===== config.mk =====
export PLATFORM = sky130hd
export DESIGN_NAME = tcrc_merge
export DESIGN_NICKNAME = d
export VERILOG_FILES = /design/src/design/tcrc_pkg.sv /design/src/design/tcrc_merge.sv
export SDC_FILE = /design/constraint.sdc
export NUM_CORES = 1
export LEC_CHECK = 0
export ABC_AREA = 1
export BUFFER_PORTS_ARGS = -buffer_cell sky130_fd_sc_hd__buf_2
export CORE_MARGIN = 5
export CORE_UTILIZATION = 40
export DETAILED_ROUTE_END_ITERATION = 16
export SLEW_MARGIN = 20
export SYNTH_ARGS = -nofsm -noshare
export SYNTH_HDL_FRONTEND = slang
export SYNTH_SLANG_ARGS = --single-unit

===== constraint.sdc =====
create_clock -name clk -period 14.5 [get_ports clk]
set_input_delay 2.9 -clock clk [delete_from_list [all_inputs] [get_ports clk]]
set_output_delay 2.9 -clock clk [all_outputs]
set_load 0.005 [all_outputs]

===== src/design/tcrc_pkg.sv =====
// Shared types and constants for the triangle centroid radius check.
package tcrc_pkg;

  localparam int COORD_W   = 24;
  localparam int SUM_W     = 26;
  localparam int MAG_W     = 26;
  localparam int RAD_W     = 52;
  localparam int DIST_W    = 25;
  localparam int CNT_W     = 24;
  localparam int NUM_AXES  = 3;
  localparam int NUM_LANES = 3;

  // floor(r / 3) = (r * RECIP3) >> RECIP_SHIFT for every r below 2^27
  localparam int RECIP_SHIFT = 28;
  localparam int RECIP_W     = 27;
  localparam logic [RECIP_W-1:0] RECIP3 = RECIP_W'((64'd1 << RECIP_SHIFT) / 3 + 1);

  localparam logic [DIST_W-1:0] LIMIT_RESET = DIST_W'(4096);

  typedef logic signed [COORD_W-1:0] coord_t;
  typedef logic signed [SUM_W-1:0]   sum_t;
  typedef logic [DIST_W-1:0]         dist_t;
  typedef logic [CNT_W-1:0]          count_t;

  typedef struct packed {
    coord_t a_x;
    coord_t a_y;
    coord_t a_z;
    coord_t b_x;
    coord_t b_y;
    coord_t b_z;
    coord_t c_x;
    coord_t c_y;
    coord_t c_z;
  } in_t;

  typedef struct packed {
    count_t     tri_number;
    dist_t      dist_a;
    dist_t      dist_b;
    dist_t      dist_c;
    logic [2:0] fail_bits;
    dist_t      least_seen;
    dist_t      most_seen;
    count_t     fail_total;
  } out_t;

endpackage


===== src/design/tcrc_merge.sv =====
// Merge stage: limit check, running statistics and the output register.
module tcrc_merge
  import tcrc_pkg::*;
(
  input  logic  clk,
  input  logic  rst,
  input  logic  load,
  input  dist_t lane_dist [NUM_LANES],
  input  dist_t limit_distance,
  output logic  free,
  output logic  out_valid,
  input  logic  out_ready,
  output out_t  out_data
);

  dist_t      running_min;
  dist_t      running_max;
  count_t     fail_counter;
  count_t     tri_counter;

  dist_t      low3;
  dist_t      high3;
  dist_t      running_min_next;
  dist_t      running_max_next;
  logic [2:0] fails;
  logic [1:0] fail_count;
  logic [CNT_W:0] fail_sum;
  count_t     fail_counter_next;

  always_comb begin
    low3  = (lane_dist[0] < lane_dist[1]) ? lane_dist[0] : lane_dist[1];
    low3  = (lane_dist[2] < low3) ? lane_dist[2] : low3;
    high3 = (lane_dist[0] > lane_dist[1]) ? lane_dist[0] : lane_dist[1];
    high3 = (lane_dist[2] > high3) ? lane_dist[2] : high3;
    running_min_next = (low3 < running_min) ? low3 : running_min;
    running_max_next = (high3 > running_max) ? high3 : running_max;
    for (int j = 0; j < NUM_LANES; j++) begin
      fails[j] = lane_dist[j] > limit_distance;
    end
    fail_count = 2'(fails[0]) + 2'(fails[1]) + 2'(fails[2]);
    fail_sum   = (CNT_W+1)'(fail_counter) + (CNT_W+1)'(fail_count);
    // saturate at full scale
    fail_counter_next = fail_sum[CNT_W] ? '1 : fail_sum[CNT_W-1:0];
  end

  assign free = !out_valid || out_ready;

  always_ff @(posedge clk) begin
    if (rst) begin
      out_valid    <= 1'b0;
      running_min  <= '1;
      running_max  <= '0;
      fail_counter <= '0;
      tri_counter  <= '0;
    end else begin
      if (load) begin
        out_valid           <= 1'b1;
        running_min         <= running_min_next;
        running_max         <= running_max_next;
        fail_counter        <= fail_counter_next;
        tri_counter         <= tri_counter + 1'b1;
        out_data.tri_number <= tri_counter;
        out_data.dist_a     <= lane_dist[0];
        out_data.dist_b     <= lane_dist[1];
        out_data.dist_c     <= lane_dist[2];
        out_data.fail_bits  <= fails;
        out_data.least_seen <= running_min_next;
        out_data.most_seen  <= running_max_next;
        out_data.fail_total <= fail_counter_next;
      end else if (out_ready) begin
        out_valid <= 1'b0;
      end
    end
  end

endmodule


==> impl_metrics.json <==
{
  "vias_per_cell": 5.15,
  "die_y_um": 212,
  "critPathLaunchType": "input port",
  "timing.rr.start": "fail_counter[0]$_SDFFE_PP0P_",
  "synth-compound-area-share_pct": 14.0,
  "min_period_ps": 9640,
  "cts_resized": 0,
  "outcome": "finished, final reports clean",
  "period_share_pct": 66.5,
  "power_per_cell_area_mw_per_mm2": 126,
  "muxShareOfSynthArea_pct": 0,
  "yosys.area_share.simple_pct": 17.2,
  "layout.nets": 2454,
  "wl_met3_um": 3470,
  "dp_slack_ps": 3850,
  "p_leak_uw": 0.00905,
  "r2r_setup_slack_ps": 10850,
  "cts_buffers": 34,
  "setup_viol": 0,
  "ctsHoldBuffers": 0,
  "dr.first_iter.drc_count": 1083,
  "clk_latency_ps": 560,
  "dpl_cell_area_mm2": 0.0182,
  "synth_seq_cells": 275,
  "rsz0062_at_grt": "false",
  "initial_utilization_pct": 40.2,
  "clk_path_buf_depth": 3,
  "utilization_pct": 47.6,
  "worstPathRequired_ps": 14980,
  "yosysWarnings": 0,
  "clock_skew_ps": 27.9,
  "tns_ps": 0,
  "holdCritPathClass": "reg2reg",
  "ios": 282,
  "firstDrtPassIters": 5,
  "syn_nets": 2188,
  "cts_num_sinks": 275,
  "grt_max_degree": 80,
  "hpwl_um": 37900,
  "synthXorXnorAreaFrac_pct": 0.911,
  "synthAdderAreaFrac_pct": 15.6,
  "synth-edff-count": 176,
  "worstRegToRegCells": 14,
  "yosys-top-cells-area": "edfxtp_1 (32%), ha_1 (15%), dfxtp_1 (12%), nand2_1 (8.1%), inv_1 (6.0%)",
  "max_stage_delay_ps": 720,
  "ys_types": 47,
  "whs_endpoint": "out_data[173]$_DFFE_PP_",
  "final_cell_area_mm2": 0.0193,
  "cts_tree": "done",
  "timing.fmax_mhz": 104,
  "clock-root-buffer": "clkbuf_16",
  "maxSlewViolCount": 0,
  "holdPathStages": 0,
  "worstSetupPathType": "in2reg",
  "routedWlPerCell_um": 17.9,
  "grt_pass1_wl_um": 75000,
  "synthToLayoutAreaGrowth_pct": 18.4,
  "crit_slowest_cell": "nand3_2",
  "die_w_um": 212,
  "num-fill-cells": 3891,
  "postRouteAntennaNets": 0,
  "grt_pass1_vias": 13400,
  "synth_flop_cell": "edfxtp_1",
  "arrival_ps": 10110,
  "synth_top_family_by_area": "simple AND/OR/NAND/NOR gates",
  "synth_area_mm2": 0.0163,
  "rows": 74,
  "highest_layer": "met5",
  "async_flop_share_pct": 0,
  "synth_top_area_share_pct": 32.4,
  "htreeDepth": 2,
  "wirelength_met1_um": 21500,
  "clkTransAtPathRegs_ps": 60,
  "slew_headroom_pct": 31.1,
  "worst_slack_ps": 4860,
  "r2r_end": "fail_counter[0]$_SDFFE_PP0P_",
  "worst_pin_slew_ps": 1030,
  "synthMostInstantiatedCell": "nand2_1",
  "synth_commonest_cells": "nand2_1 (351), inv_1 (260), ha_1 (201), a21oi_1 (178), edfxtp_1 (176)",
  "ys_seq_area_share_pct": 44.5,
  "synth_area_per_cell_um2": 8.69,
  "ir_drop_mv": 0.0951,
  "regArea_mm2": 0.00727,
  "multiInputGateArea_mm2": 0.00784,
  "cp-end-kind": "register",
  "cap_viol_max_count": 0,
  "place_congestion": 0.899,
  "antenna_found_initial": 2,
  "layout-drive-gt1-share_pct": 16.5,
  "io_buffers": 281,
  "synth_top_area_cell": "edfxtp_1",
  "drt-total-wl_um": 48500,
  "path_common_cell": "nand2_1",
  "final-hold-violation-count": 0,
  "worstPathMaxFanout": 52,
  "grt-ovfl-total": 0,
  "syn-instance-count": 1881,
  "dr_wl_met2_um": 22300,
  "num_vias": 13900,
  "die_area_mm2": 0.0450,
  "track_usage_pct": 21.3,
  "core_mm2": 0.0406,
  "postCtsSetupRepairBufs": 0,
  "drc": 0,
  "worstHoldStart": "tri_counter[21]$_SDFFE_PP0P_"
}
==> power breakdown <==
part	internal [µW]	switching [µW]
Sequential	924	24.3
Clock	482	340
Combinational	241	423
==> worst max path at each step <==
stage / startpoint / endpoint / cells past startpoint
after floorplan: load / out_data[0]$_DFFE_PP_ / 6
after global placement: lane_dist[41] / running_max[8]$_SDFFE_PP0P_ / 35
after detailed placement: lane_dist[41] / running_max[8]$_SDFFE_PP0P_ / 35
after CTS: lane_dist[41] / running_max[8]$_SDFFE_PP0P_ / 35
after global routing: lane_dist[40] / running_max[21]$_SDFFE_PP0P_ / 38
final: lane_dist[41] / running_max[8]$_SDFFE_PP0P_ / 37
==> state kept, by name, indices dropped and copies added, names as in the netlist <==
name,flops
out_data,176
running_max,25
running_min,25
fail_counter,24
tri_counter,24
out_valid,1
==> cell usage in the layout (no fill, tap or decap), drive strengths merged, types with 2 or more instances in the layout <==
cell / Yosys / routed
ha: 201 / 201
a21oi: 178 / 178
nand3b: 3 / 3
a21o: 3 / 3
a31oi: 3 / 3
nand2: 357 / 357
nor3: 23 / 23
a221oi: 2 / 2
and2: 27 / 27
edfxtp: 176 / 176
inv: 261 / 261
o21a: 33 / 33
a211oi: 8 / 8
nor4: 18 / 18
o211ai: 2 / 2
xnor2: 5 / 5
or2: 3 / 3
o221ai: 3 / 3
clkbuf: 36 / 47
buf: 25 / 291
o21ai: 185 / 185
nor2: 83 / 83
clkinv: 0 / 8
xor2: 12 / 12
clkinvlp: 0 / 3
dfxtp: 99 / 99
nand3: 98 / 98
nand4: 25 / 25
fa: 2 / 2
==> layer usage <==
metal / vias to the layer above / track usage, %
met5: - / 0
met4: 4 / 5.31
met3: 66 / 5.19
met2: 397 / 35.0
met1: 6460 / 28.5
li1: 6986 / -
==> critical path: cells and delay by family <==
family,cells,cell delay (ps)
AOI/OAI and AO/OA,13,2640
adders and majority gates,3,990
buffers and inverters,8,1380
and+or+nand+nor,13,2190
==> per-stage QoR <==
stage               power [µW]  hold WS (ps)  cells
detailed placement        1620           446   2641
global route              2600           474   2702
finish                    2440           461   2703
global placement          1600           447   2641
CTS                       2450           462   2700
floorplan                 1400           428   1881
==> area by class of cell <==
class	count	area share, %
multi-input combinational	1284	40.5
sequential	275	37.6
timing repair buffer	291	7.76
inverter	261	5.07
clock buffer	47	4.91
tap	532	3.44
clock inverter	12	0.731
antenna	1	0.0129
==> cell families (layout without fill, tap and decap cells) <==
logic type | count (synthesis) | after routing
XOR/XNOR | 17 | 17
buffers and inverters | 322 | 611
AND/OR/NAND/NOR | 641 | 641
flip-flops | 275 | 275
other | 0 | 1
adder cells (fa/ha/maj) | 203 | 203
AO/OA/AOI/OAI | 423 | 423
(Power assumes the default switching activity.)
